--- src/design/xfs_pkg.sv ---
// Shared types and constants for the XOR16-checked frame segmenter.
// No dependencies; used by the controller, the datapath and the top level.
`default_nettype none

package xfs_pkg;

    // Default payload store depth
    localparam int DEFAULT_MAX_PAYLOAD = 124;

    // Configuration port
    localparam int CFG_INDEX_W = 4;
    localparam int CFG_DATA_W  = 8;
    localparam logic [CFG_INDEX_W-1:0] REG_FRAME_TYPE    = 4'd0;
    localparam logic [CFG_INDEX_W-1:0] REG_PAYLOAD_LIMIT = 4'd1;

    // Register reset values
    localparam logic [7:0] FRAME_TYPE_RESET    = 8'd48;
    localparam logic [6:0] PAYLOAD_LIMIT_RESET = 7'd124;

    // End-of-packet characters
    localparam logic [7:0] EOP_YES = 8'h31;
    localparam logic [7:0] EOP_NO  = 8'h30;

    // Fixed header byte positions within a frame
    localparam int POS_LEN     = 0;
    localparam int POS_SEQ_LO  = 1;
    localparam int POS_SEQ_HI  = 2;
    localparam int POS_TYPE    = 3;
    localparam int POS_EOP     = 4;
    localparam int POS_PAYLOAD = 5;

    // Controller states
    typedef enum logic [0:0] {
        ST_COLLECT,
        ST_DRAIN
    } state_t;

    // Controller to datapath
    typedef struct packed {
        logic take_input;
        logic drain_active;
    } cmd_t;

    // Datapath to controller
    typedef struct packed {
        logic frame_trigger;
        logic drain_done;
    } status_t;

endpackage

`default_nettype wire

--- src/design/xfs_ram.sv ---
// Generic simple dual-port RAM: one write port, one registered read port.
// No dependencies.
`default_nettype none

module xfs_ram #(
    parameter int WIDTH = 8,
    parameter int DEPTH = 124,
    localparam int AW = (DEPTH > 1) ? $clog2(DEPTH) : 1
) (
    input  wire logic             clk,
    input  wire logic             we,
    input  wire logic [AW-1:0]    waddr,
    input  wire logic [WIDTH-1:0] wdata,
    input  wire logic             re,
    input  wire logic [AW-1:0]    raddr,
    output logic      [WIDTH-1:0] rdata
);

    logic [WIDTH-1:0] mem [DEPTH];

    // Write port
    always_ff @(posedge clk)
    begin
        if (we)
        begin
            mem[waddr] <= wdata;
        end
    end

    // Registered read, holds when not enabled
    always_ff @(posedge clk)
    begin
        if (re)
        begin
            rdata <= mem[raddr];
        end
    end

endmodule

`default_nettype wire

--- src/design/xfs_datapath.sv ---
// Datapath: config registers, payload store, checksum, frame byte sequencer,
// word packer and output register. Depends on xfs_pkg and xfs_ram.
`default_nettype none

module xfs_datapath #(
    parameter int MAX_PAYLOAD = xfs_pkg::DEFAULT_MAX_PAYLOAD
) (
    input  wire logic                           clk,
    input  wire logic                           rst_n,
    input  wire xfs_pkg::cmd_t                  cmd,
    output xfs_pkg::status_t                    status,
    // config
    input  wire logic                           cfg_valid,
    input  wire logic [xfs_pkg::CFG_INDEX_W-1:0] cfg_index,
    input  wire logic [xfs_pkg::CFG_DATA_W-1:0]  cfg_data,
    // input item
    input  wire logic                           in_valid,
    input  wire logic [7:0]                     data_byte,
    input  wire logic                           packet_last,
    // output item
    output logic                                out_valid,
    input  wire logic                           out_stall,
    output logic [31:0]                         frame_word,
    output logic [2:0]                          byte_count,
    output logic                                frame_end
);

    localparam int FW = $clog2(MAX_PAYLOAD + 1);
    localparam int JW = $clog2(MAX_PAYLOAD + 7);
    localparam int AW = (MAX_PAYLOAD > 1) ? $clog2(MAX_PAYLOAD) : 1;
    localparam int CW = (FW > 7) ? FW : 7;

    // Config registers
    logic [7:0] type_reg;
    logic [6:0] limit_reg;

    always_ff @(posedge clk or negedge rst_n)
    begin
        if (!rst_n)
        begin
            type_reg  <= xfs_pkg::FRAME_TYPE_RESET;
            limit_reg <= xfs_pkg::PAYLOAD_LIMIT_RESET;
        end
        else if (cfg_valid)
        begin
            if (cfg_index == xfs_pkg::REG_FRAME_TYPE)
            begin
                type_reg <= cfg_data;
            end
            else if (cfg_index == xfs_pkg::REG_PAYLOAD_LIMIT)
            begin
                limit_reg <= cfg_data[6:0];
            end
        end
    end

    // Effective limit: zero acts as one, saturate at store depth
    logic [CW-1:0] limit_ext;
    logic [CW-1:0] eff_limit;

    always_comb
    begin
        limit_ext = CW'(limit_reg);
        eff_limit = limit_ext;
        if (limit_ext == '0)
        begin
            eff_limit = CW'(1);
        end
        else if (limit_ext > CW'(MAX_PAYLOAD))
        begin
            eff_limit = CW'(MAX_PAYLOAD);
        end
    end

    // Collect state
    logic [FW-1:0] fill_reg, fill_next;
    logic [15:0]   xor_reg, xor_next;
    logic [15:0]   seq_reg, seq_next;
    logic          eop_reg;
    logic          in_take;
    logic          drain_done;

    assign in_take = cmd.take_input && in_valid;

    always_comb
    begin
        fill_next = fill_reg;
        xor_next  = xor_reg;
        seq_next  = seq_reg;
        if (in_take)
        begin
            fill_next = fill_reg + FW'(1);
            if (fill_reg[0])
            begin
                xor_next = xor_reg ^ {data_byte, 8'h00};
            end
            else
            begin
                xor_next = xor_reg ^ {8'h00, data_byte};
            end
        end
        else if (drain_done)
        begin
            fill_next = '0;
            xor_next  = '0;
            seq_next  = seq_reg + 16'd1;
        end
    end

    always_ff @(posedge clk or negedge rst_n)
    begin
        if (!rst_n)
        begin
            fill_reg <= '0;
            xor_reg  <= '0;
            seq_reg  <= '0;
        end
        else
        begin
            fill_reg <= fill_next;
            xor_reg  <= xor_next;
            seq_reg  <= seq_next;
        end
    end

    // End-of-packet mark of the frame being drained
    always_ff @(posedge clk)
    begin
        if (in_take)
        begin
            eop_reg <= packet_last;
        end
    end

    assign status.frame_trigger = in_take &&
        (packet_last || (CW'(fill_next) >= eff_limit));

    // Frame byte sequencer
    logic [JW-1:0] j_reg;
    logic [JW-1:0] fill_j;
    logic [JW-1:0] ck_lo_idx;
    logic [JW-1:0] last_idx;
    logic [15:0]   ck;
    logic [8:0]    len_sum;
    logic [7:0]    eop_char;
    logic [7:0]    cur_byte;
    logic [7:0]    rd_data;
    logic          rd_en;
    logic [AW-1:0] rd_addr;
    logic [JW-1:0] rd_off;
    logic          advance;
    logic          word_done;

    assign fill_j    = JW'(fill_reg);
    assign ck_lo_idx = fill_j + JW'(xfs_pkg::POS_PAYLOAD);
    assign last_idx  = fill_j + JW'(xfs_pkg::POS_PAYLOAD + 1);
    assign len_sum   = 9'(fill_reg) + 9'd6;
    assign eop_char  = eop_reg ? xfs_pkg::EOP_YES : xfs_pkg::EOP_NO;
    assign ck        = seq_reg ^ {eop_char, type_reg} ^ xor_reg;

    // Pick the frame byte at position j
    always_comb
    begin
        priority if (j_reg == JW'(xfs_pkg::POS_LEN))
        begin
            cur_byte = len_sum[7:0];
        end
        else if (j_reg == JW'(xfs_pkg::POS_SEQ_LO))
        begin
            cur_byte = seq_reg[7:0];
        end
        else if (j_reg == JW'(xfs_pkg::POS_SEQ_HI))
        begin
            cur_byte = seq_reg[15:8];
        end
        else if (j_reg == JW'(xfs_pkg::POS_TYPE))
        begin
            cur_byte = type_reg;
        end
        else if (j_reg == JW'(xfs_pkg::POS_EOP))
        begin
            cur_byte = eop_char;
        end
        else if (j_reg == ck_lo_idx)
        begin
            cur_byte = ck[7:0];
        end
        else if (j_reg == last_idx)
        begin
            cur_byte = ck[15:8];
        end
        else
        begin
            cur_byte = rd_data;
        end
    end

    // Word packer
    logic [31:0] acc_reg;
    logic [1:0]  pos_reg;
    logic [31:0] acc_merged;
    logic        out_free;

    assign acc_merged = acc_reg | (32'(cur_byte) << {pos_reg, 3'b000});
    assign word_done  = (pos_reg == 2'd3) || (j_reg == last_idx);
    assign out_free   = !out_valid || !out_stall;
    assign advance    = cmd.drain_active && (!word_done || out_free);
    assign drain_done = advance && (j_reg == last_idx);
    assign status.drain_done = drain_done;

    // Issue the read at the position before the payload byte's slot
    assign rd_off  = j_reg - JW'(xfs_pkg::POS_EOP);
    assign rd_addr = rd_off[AW-1:0];
    assign rd_en   = advance && (j_reg >= JW'(xfs_pkg::POS_EOP)) &&
                     (j_reg < (fill_j + JW'(xfs_pkg::POS_EOP)));

    always_ff @(posedge clk or negedge rst_n)
    begin
        if (!rst_n)
        begin
            j_reg   <= '0;
            pos_reg <= '0;
            acc_reg <= '0;
        end
        else if (advance)
        begin
            if (drain_done)
            begin
                j_reg <= '0;
            end
            else
            begin
                j_reg <= j_reg + JW'(1);
            end
            if (word_done)
            begin
                pos_reg <= '0;
                acc_reg <= '0;
            end
            else
            begin
                pos_reg <= pos_reg + 2'd1;
                acc_reg <= acc_merged;
            end
        end
    end

    // Output register
    logic        out_valid_reg;
    logic [31:0] word_reg;
    logic [2:0]  count_reg;
    logic        end_reg;

    always_ff @(posedge clk or negedge rst_n)
    begin
        if (!rst_n)
        begin
            out_valid_reg <= 1'b0;
        end
        else if (advance && word_done)
        begin
            out_valid_reg <= 1'b1;
        end
        else if (!out_stall)
        begin
            out_valid_reg <= 1'b0;
        end
    end

    always_ff @(posedge clk)
    begin
        if (advance && word_done)
        begin
            word_reg  <= acc_merged;
            count_reg <= {1'b0, pos_reg} + 3'd1;
            end_reg   <= (j_reg == last_idx);
        end
    end

    assign out_valid  = out_valid_reg;
    assign frame_word = word_reg;
    assign byte_count = count_reg;
    assign frame_end  = end_reg;

    // Payload store
    xfs_ram #(
        .WIDTH(8),
        .DEPTH(MAX_PAYLOAD)
    ) u_store (
        .clk   (clk),
        .we    (in_take),
        .waddr (fill_reg[AW-1:0]),
        .wdata (data_byte),
        .re    (rd_en),
        .raddr (rd_addr),
        .rdata (rd_data)
    );

endmodule

`default_nettype wire

--- src/design/xfs_ctrl.sv ---
// Controller: collects payload bytes, then sequences one frame drain.
// Depends on xfs_pkg.
`default_nettype none

module xfs_ctrl (
    input  wire logic             clk,
    input  wire logic             rst_n,
    input  wire xfs_pkg::status_t status,
    output xfs_pkg::cmd_t         cmd
);

    xfs_pkg::state_t state_reg, state_next;

    always_ff @(posedge clk or negedge rst_n)
    begin
        if (!rst_n)
        begin
            state_reg <= xfs_pkg::ST_COLLECT;
        end
        else
        begin
            state_reg <= state_next;
        end
    end

    // Next state
    always_comb
    begin
        state_next = state_reg;
        unique case (state_reg)
            xfs_pkg::ST_COLLECT:
            begin
                if (status.frame_trigger)
                begin
                    state_next = xfs_pkg::ST_DRAIN;
                end
            end
            xfs_pkg::ST_DRAIN:
            begin
                if (status.drain_done)
                begin
                    state_next = xfs_pkg::ST_COLLECT;
                end
            end
        endcase
    end

    // Commands
    always_comb
    begin
        cmd = '0;
        unique case (state_reg)
            xfs_pkg::ST_COLLECT: cmd.take_input   = 1'b1;
            xfs_pkg::ST_DRAIN:   cmd.drain_active = 1'b1;
        endcase
    end

endmodule

`default_nettype wire

--- src/design/xor16_checked_frame_segmenter.sv ---
// Top level of the XOR16-checked frame segmenter.
// Depends on xfs_pkg, xfs_ctrl, xfs_datapath (and xfs_ram below it).
//
// Packet bytes are taken one per cycle into a byte-wide payload store until
// the payload limit is reached or a byte flagged packet_last arrives. The
// frame (length, sequence low/high, type, end-of-packet char, payload, XOR16
// checksum) is then sent as 32-bit words, lowest byte first, with byte_count
// and frame_end; a frame of n payload bytes holds n + 7 bytes. The drain
// walks the frame one byte per cycle, unless the output stalls, through the
// store's single read port; input is stalled during the drain. The final
// word may still wait at the output while the next packet's bytes come in.
// Configuration (index 0 frame type, index 1 payload limit) is always ready.
`default_nettype none

module xor16_checked_frame_segmenter #(
    parameter int MAX_PAYLOAD = xfs_pkg::DEFAULT_MAX_PAYLOAD
) (
    input  wire logic                            clk,
    input  wire logic                            rst_n,
    // config write
    input  wire logic                            cfg_valid,
    output logic                                 cfg_ready,
    input  wire logic [xfs_pkg::CFG_INDEX_W-1:0] cfg_index,
    input  wire logic [xfs_pkg::CFG_DATA_W-1:0]  cfg_data,
    // input items
    input  wire logic                            in_valid,
    output logic                                 in_stall,
    input  wire logic [7:0]                      data_byte,
    input  wire logic                            packet_last,
    // output items
    output logic                                 out_valid,
    input  wire logic                            out_stall,
    output logic [31:0]                          frame_word,
    output logic [2:0]                           byte_count,
    output logic                                 frame_end
);

    xfs_pkg::cmd_t    cmd;
    xfs_pkg::status_t status;

    assign cfg_ready = 1'b1;
    assign in_stall  = !cmd.take_input;

    xfs_ctrl u_ctrl (
        .clk    (clk),
        .rst_n  (rst_n),
        .status (status),
        .cmd    (cmd)
    );

    xfs_datapath #(
        .MAX_PAYLOAD(MAX_PAYLOAD)
    ) u_datapath (
        .clk         (clk),
        .rst_n       (rst_n),
        .cmd         (cmd),
        .status      (status),
        .cfg_valid   (cfg_valid),
        .cfg_index   (cfg_index),
        .cfg_data    (cfg_data),
        .in_valid    (in_valid),
        .data_byte   (data_byte),
        .packet_last (packet_last),
        .out_valid   (out_valid),
        .out_stall   (out_stall),
        .frame_word  (frame_word),
        .byte_count  (byte_count),
        .frame_end   (frame_end)
    );

endmodule

`default_nettype wire
--- config.mk ---
export PLATFORM = sky130hd
export DESIGN_NAME = xor16_checked_frame_segmenter
export DESIGN_NICKNAME = d
export VERILOG_FILES = /design/src/design/xfs_pkg.sv /design/src/design/xfs_ram.sv /design/src/design/xfs_datapath.sv /design/src/design/xfs_ctrl.sv /design/src/design/xor16_checked_frame_segmenter.sv
export SDC_FILE = /design/constraint.sdc
export NUM_CORES = 1
export LEC_CHECK = 0
export ABC_CLOCK_PERIOD_IN_PS = 10220
export BUFFER_PORTS_ARGS = -buffer_cell sky130_fd_sc_hd__buf_2
export CAP_MARGIN = 20
export CORE_MARGIN = 1.5
export CORE_UTILIZATION = 53
export DETAILED_ROUTE_END_ITERATION = 10
export PLACE_DENSITY = 0.77
export SLEW_MARGIN = 20
export SYNTH_ARGS = -nofsm -noshare
export SYNTH_HDL_FRONTEND = slang
export SYNTH_HIERARCHICAL = 1
export SYNTH_SLANG_ARGS = --single-unit
--- constraint.sdc ---
create_clock -name clk -period 10.22 [get_ports clk]
set_input_delay 0.511 -clock clk [delete_from_list [all_inputs] [get_ports clk]]
set_output_delay 0.511 -clock clk [all_outputs]
set_load 0.01 [all_outputs]
==> reports/metrics.yaml, run 1 <==
cells_and_area:
  insertedDiodeCount: 0
  multi_input_comb_area_sq_mm: 0.01213
  regArea_sq_mm: 0.03361
  nets: 2725
  fin_util: 0.5925
  fillers: 6108
  drive_above_1_share: 0.2103
  areaGrowthSynthToFinish_pct: 10.60
  largest_register_ffs: 992
synth:
  synth_cell_types: 92
  synth_area_sq_mm: 0.04662
  synthFlopType: "edfxtp_1"
  netlist_instances: 2596
  synth_top_area_share: 0.6679
  syn_nets: 2653
  synthTopCellsByCount: "1037 x edfxtp_1, 239 x mux4_2, 189 x nor2_1"
  async_flop_share: 0.08634
  synth_top_family_by_area: "multiplexers"
  synthSimpleGateAreaFrac: 0.04973
  ys_ff_latch: 1135
  synth_top_area_cell: "edfxtp_1"
  ys_seq_area_frac: 0.7207
  yosysMostFrequentCell: "edfxtp_1"
  synth_edf_count: 1037
  synth.avg_cell_area_sq_um: 17.96
  synth_adder_area_share: 0.008319
  synth-warning-count: 6
  synthTopCellsByArea: "edfxtp_1 67%, mux4_2 12%, dfrtp_1 4.9%, mux2i_1 1.5%, nor2_1 1.5%"
  synth-compound-area-share: 0.05069
  synth_xor_area_frac: 0.01548
  muxShareOfSynthArea: 0.1350
worst_hold_path:
  hold_path.class: "in2reg"
  min-delay-start: "cfg_data[7]"
  min_to: "u_datapath/type_reg[7]$_DFFE_PN0P_"
  min_path_cells: 2
global_route:
  grt_use_total: 0.2584
  grt_start_max_net_pins: 103
  overflow: 0
  grt_pass1_wl_mm: 170.9
  antenna_found_initial: 2
  grt_pass1_vias: 25760
setup_path:
  rr_startpoint: "u_datapath/fill_reg[2]$_DFF_PN0_"
  crit_fanout: 21
  critPathBufInv: 2
  crit_family: "compound AO/OA/AOI/OAI gates"
  reg2reg_slack_ns: 5.39
  critPathSlowestCell: "dfrtp_1"
  slowest_delay_ns: 0.79
  critPathKind: "reg2reg"
  crit_chain: "inv_1 > ha_1 > a21o_4 > a221oi_2 > mux2i_1 > nor3_2 > nor2_1 > nand2_1 > o21ai_0 > inv_1 > ha_1 > nand2b_1 > a21o_1 > a21o_1 > a21o_1 > a21oi_1 > nor2b_1 > o21ai_0 > a21oi_1 > nor2_1 > a21oi_1"
  critPathCaptureType: "register"
  r2r_end: "u_ctrl/state_reg$_DFF_PN0_"
  crit_required_ns: 10.79
  worstSetupStartpointType: "register"
  reg2reg_depth: 21
  worstPathArrival_ns: 5.40
die:
  die_height_um: 299.6
  std_cell_rows: 108
  design.core.area_sq_mm: 0.08702
  dieArea_sq_mm: 0.08976
  start_util: 0.5358
  ioPinCount: 65
  die_w_um: 299.6
clock_network:
  cts_tree: "built"
  ctsLongestPathBuffers: 3
  clock_latency_ns: 0.71
  cts-root-buf: "clkbuf_16"
  cts_sinks: 1135
  postCtsResizedCells: 0
  path_clk_slew_ns: 0.06
  htree_levels: 3
  numCtsBuffers: 107
timing:
  setup-tns-final_ns: 0
  final-hold-violation-count: 0
  skew_ns: 0.04809
  period_share: 0.4722
  finalMaxSlewViolations: 0
  worst_pin_slew_ns: 1.237
  rsz0062_at_grt: "no"
  min_period_ns: 4.826
  fmax_mhz: 207.2
  slew_headroom: 0.1720
  setup-violations-final: 0
  whs_ns: 0.04381
drt:
  routed.top_layer: "met5"
  wl_met1_mm: 42.68
  drt-initial-drc-count: 3177
  drt_pre_antenna_iters: 8
  viasPerCell: 6.543
  wire_per_inst_um: 29.29
  routed-wl-met2_mm: 54.56
  dr_wl_met3_mm: 12.93
  vias: 25640
  drtAntennaViolNets: 0
  post-route-drc-count: 0
  routed_wl_mm: 114.8
place:
  place_congestion: 0.8865
  hpwlAfterDp_mm: 70.05
  portBuffers: 63
power_and_ir_drop:
  ir_worst_vdd_v: 0.0002527
  finalPower_mw: 14.89
  power_density_mw_per_mm2: 288.7
  cellLeakagePower_nw: 16.88
outcome:
  status: "completed"
flow_run:
  maxCapViolations: 0
## cells by family after synthesis
kind of cell | Yosys count
XOR/XNOR | 80
other | 1
AO/OA/AOI/OAI | 338
flip-flops | 1135
AND/OR/NAND/NOR | 505
multiplexers | 328
adder cells (fa/ha/maj) | 31
buffers and inverters | 178
## final cells by class
| class | count | share of cell area |
|---|---|---|
| Multi-Input combinational cell | 1283 | 0.2353 |
| Clock buffer | 126 | 0.05408 |
| Clock inverter | 78 | 0.01495 |
| Sequential cell | 1135 | 0.6518 |
| Timing Repair Buffer | 105 | 0.01320 |
| Tap cell | 1155 | 0.02803 |
| Inverter | 36 | 0.002669 |
## through the flow
step | setup WS [ns] | std cells | area, sq um
finish | 5.394 | 3918 | 51570
global placement | 5.451 | 3713 | 47990
detailed placement | 5.466 | 3713 | 47990
CTS | 5.429 | 3918 | 51560
floorplan | 6.144 | 2596 | 46620
global route | 4.962 | 3918 | 51570
## layout by cell type, fill, tap and decap left out, types with 7 or more instances in the layout
master and instances:
a21o_1 16, a21oi_1 60, a221oi_1 10, a22oi_1 26, a31oi_1 8, and3_1 13
buf_2 54, buf_4 48, bufinv_16 10, clkbuf_1 15, clkbuf_16 107, clkinv_1 24
clkinv_2 27, clkinvlp_4 9, dfrtp_1 89, dfstp_2 7, edfxtp_1 1037, ha_1 31
inv_1 31, mux2_2 17, mux2i_1 72, mux4_2 239, nand2_1 141, nand2b_1 16
nand3_1 44, nand4_1 10, nor2_1 188, nor2b_1 26, nor3_1 22, o211ai_1 8
o21a_1 8, o21ai_0 48, o21ai_1 15, o21bai_1 14, o221ai_1 9, o22ai_1 35
o31ai_1 9, xnor2_1 58, xor2_1 18
## metal layers
layer / vias to the layer above / GRT usage
met5: - / 0
li1: 10480 / -
met1: 13260 / 0.3554
met4: 4 / 0.1008
met2: 1604 / 0.4050
met3: 294 / 0.05972
## repair_timing
| action | 4_1_cts | 5_1_grt |
|---|---|---|
| buffers inserted | 0 | 0 |
| hold endpoints to repair | 47 | 0 |
| setup endpoints to repair | 0 | 0 |
| hold buffers | 1 | 0 |
## worst register-to-register path: stages, from the launching register on
cell	delay, ns
dfrtp_1	0.79
inv_1	0.19
ha_1	0.30
a21o_4	0.24
a221oi_2	0.32
mux2i_1	0.56
nor3_2	0.14
nor2_1	0.29
nand2_1	0.08
o21ai_0	0.15
inv_1	0.10
ha_1	0.29
nand2b_1	0.14
a21o_1	0.18
a21o_1	0.18
a21o_1	0.17
a21oi_1	0.14
nor2b_1	0.06
o21ai_0	0.14
a21oi_1	0.09
nor2_1	0.12
a21oi_1	0.05
## how the worst max path moves through the flow
stage,cells past startpoint,endpoint,from
3_3_place_gp,21,u_ctrl/state_reg$_DFF_PN0_,u_datapath/fill_reg[2]$_DFF_PN0_
2_1_floorplan,22,u_ctrl/state_reg$_DFF_PN0_,u_datapath/fill_reg[2]$_DFF_PN0_
5_1_grt,21,u_ctrl/state_reg$_DFF_PN0_,u_datapath/fill_reg[2]$_DFF_PN0_
6_report,21,u_ctrl/state_reg$_DFF_PN0_,u_datapath/fill_reg[2]$_DFF_PN0_
3_5_place_dp,21,u_ctrl/state_reg$_DFF_PN0_,u_datapath/fill_reg[2]$_DFF_PN0_
4_1_cts,21,u_ctrl/state_reg$_DFF_PN0_,u_datapath/fill_reg[2]$_DFF_PN0_
## where the power goes
group / switching [mW] / leakage (nW) / internal (mW)
Combinational: 3.25 / 4.59 / 2.00
Clock: 1.75 / 1.73 / 2.22
Sequential: 0.272 / 10.6 / 5.39
(Power assumes the default switching activity.)
==> run 2: changes to the inputs <==
--- a/config.mk
+++ b/config.mk
@@ -5,7 +5,7 @@
 export SDC_FILE = /design/constraint.sdc
 export NUM_CORES = 1
 export LEC_CHECK = 0
-export ABC_CLOCK_PERIOD_IN_PS = 10220
+export ABC_CLOCK_PERIOD_IN_PS = 4470
 export BUFFER_PORTS_ARGS = -buffer_cell sky130_fd_sc_hd__buf_2
 export CAP_MARGIN = 20
 export CORE_MARGIN = 1.5
==> constraint.sdc (replaced) <==
create_clock -name clk -period 4.47 [get_ports clk]
set_input_delay 0.2235 -clock clk [delete_from_list [all_inputs] [get_ports clk]]
set_output_delay 0.2235 -clock clk [all_outputs]
set_load 0.01 [all_outputs]
==> reports/metrics.yaml, run 2 (synthesis gave the netlist of run 1 again) <==
outcome:
  status: "completed"
drt:
  drtAntennaViolNets: 0
  post-route-drc-count: 0
  drt_pre_antenna_iters: 6
  viasPerCell: 6.478
  routed_wl_mm: 115.5
  vias: 25600
  wire_per_inst_um: 29.24
  drt-initial-drc-count: 3535
setup_path:
  crit_fanout: 7
  reg2reg_slack_ns: 0.44
  worstSetupStartpointType: "register"
  crit_required_ns: 5.03
  critPathKind: "reg2reg"
  reg2reg_depth: 21
  r2r_end: "u_ctrl/state_reg$_DFF_PN0_"
  rr_startpoint: "u_datapath/fill_reg[2]$_DFF_PN0_"
  worstPathArrival_ns: 4.59
  cp-endpoint: "u_ctrl/state_reg$_DFF_PN0_"
  critPathCaptureType: "register"
  startpoint: "u_datapath/fill_reg[2]$_DFF_PN0_"
cells_and_area:
  largest_register_ffs: 992
  nets: 2763
  finalNonFillerCells: 3951
  fillers: 6139
  areaGrowthSynthToFinish_pct: 11.03
  layout_common_cells: "1037 x edfxtp_1, 239 x mux4_2, 188 x nor2_1, 141 x nand2_1, 109 x clkbuf_16"
  drive_above_1_share: 0.2114
  design_area_sq_mm: 0.05177
  final_common_cell: "edfxtp_1"
power_and_ir_drop:
  finalPower_mw: 33.91
  ir_worst_vdd_v: 0.0005463
  power_density_mw_per_mm2: 655.1
  cellLeakagePower_nw: 17.01
timing:
  finalMaxSlewViolations: 0
  slew_headroom: 0.2852
  skew_ns: 0.02497
  period_share: 0.9026
  final-hold-violation-count: 0
  min_period_ns: 4.034
  setup-tns-final_ns: 0
  worst_pin_slew_ns: 1.072
  fmax_mhz: 247.9
  whs_ns: 0.09750
  rsz0062_at_grt: "no"
  setup-violations-final: 0
die:
  std_cell_rows: 108
  die_height_um: 299.6
  start_util: 0.5358
  die_w_um: 299.6
  ioPinCount: 65
  dieArea_sq_mm: 0.08976
  design.core.area_sq_mm: 0.08702
global_route:
  grt_start_max_net_pins: 106
  grt_use_total: 0.2604
  grt_pass1_vias: 25430
  antenna_found_initial: 0
  overflow: 0
  grt_pass1_wl_mm: 171.2
clock_network:
  cts-root-buf: "clkbuf_16"
  path_clk_slew_ns: 0.07
  cts_sinks: 1135
  numCtsBuffers: 108
  clock_latency_ns: 0.70
  htree_levels: 3
  ctsLongestPathBuffers: 3
  cts_tree: "built"
  post_cts_buffers: 0
  postCtsResizedCells: 0
flow_run:
  maxCapViolations: 0
place:
  hpwlAfterDp_mm: 71.78
  placed_cells: 3740
  placed_area_sq_mm: 0.04820
  portBuffers: 63
  place_congestion: 0.9362
worst_hold_path:
  hold_path.class: "in2async"
## run 2: changes by cell type in the layout (fill, tap and decap cells not counted), sizes merged
cell and change:
clkbuf +3, buf +27, inv -1, clkinvlp -2
dlygate4sd3 +10, diode +1, clkinv -3, bufinv -2
## run 2: worst max-delay path: stages, from the launching register on
cell	delay, ns
dfrtp_1	0.40
buf_4	0.17
ha_1	0.22
a21o_4	0.21
a221oi_2	0.32
mux2i_1	0.31
nor3_2	0.09
nor2_1	0.31
nand2_1	0.11
o21ai_0	0.12
inv_1	0.08
ha_1	0.28
nand2b_1	0.14
a21o_1	0.18
a21o_1	0.18
a21o_1	0.17
a21oi_1	0.14
nor2b_1	0.06
o21ai_0	0.14
a21oi_1	0.09
nor2_1	0.12
a21oi_1	0.05
## run 2: layout make-up
cell class                 count  area (sq um)  share of cell area
timing repair buffer         142         996.0             0.01924
sequential                  1135         33610              0.6492
inverter                      36         137.6            0.002659
clock inverter                70         619.3             0.01196
tap                         1155          1445             0.02792
antenna                        1         2.502          0.00004834
multi-input combinational   1283         12120              0.2342
clock buffer                 129          2833             0.05472
## run 2: worst min-delay path by stage
stage / endpoint / slack, ns / cells past startpoint
2_1_floorplan: u_ctrl/state_reg$_DFF_PN0_ / -0.07 / 0
3_3_place_gp: u_datapath/acc_reg[18]$_DFFE_PN0N_ / 0.28 / 1
3_5_place_dp: u_datapath/acc_reg[21]$_DFFE_PN0N_ / 0.29 / 1
4_1_cts: u_datapath/type_reg[7]$_DFFE_PN0P_ / 0.04 / 4
5_1_grt: u_datapath/type_reg[7]$_DFFE_PN0P_ / 0.1 / 4
6_report: u_datapath/acc_reg[21]$_DFFE_PN0N_ / 0.1 / 2
## run 2: power by group
part           internal (mW)  switching (mW)  leakage, nW
logic                   4.73            7.47         4.77
registers               12.3           0.484         10.6
clock network           4.99            3.91         1.67
## run 2: timing repair
| action | CTS | global route |
|---|---|---|
| endpoints found under the setup margin | 0 | 0 |
| hold buffers | 11 | 0 |
| hold endpoints to repair | 62 | 0 |
## run 2: layer usage
metal | share of wire | GRT usage | vias up
li1 | - | - | 10580
met2 | 0.48 | 0.4075 | 1505
met3 | 0.11 | 0.05530 | 265
met5 | 0 | 0 | -
met4 | 0.042 | 0.1091 | 0
met1 | 0.38 | 0.3591 | 13250
## run 2: stage by stage
| stage | worst slack [ns] | util |
|---|---|---|
| floorplan | 0.3937 | - |
| global placement | 0.4052 | 0.5539 |
| detailed placement | 0.5350 | 0.5539 |
| CTS | 0.4653 | 0.5948 |
| global route | 0.08488 | 0.5948 |
| finish | 0.4355 | 0.5949 |
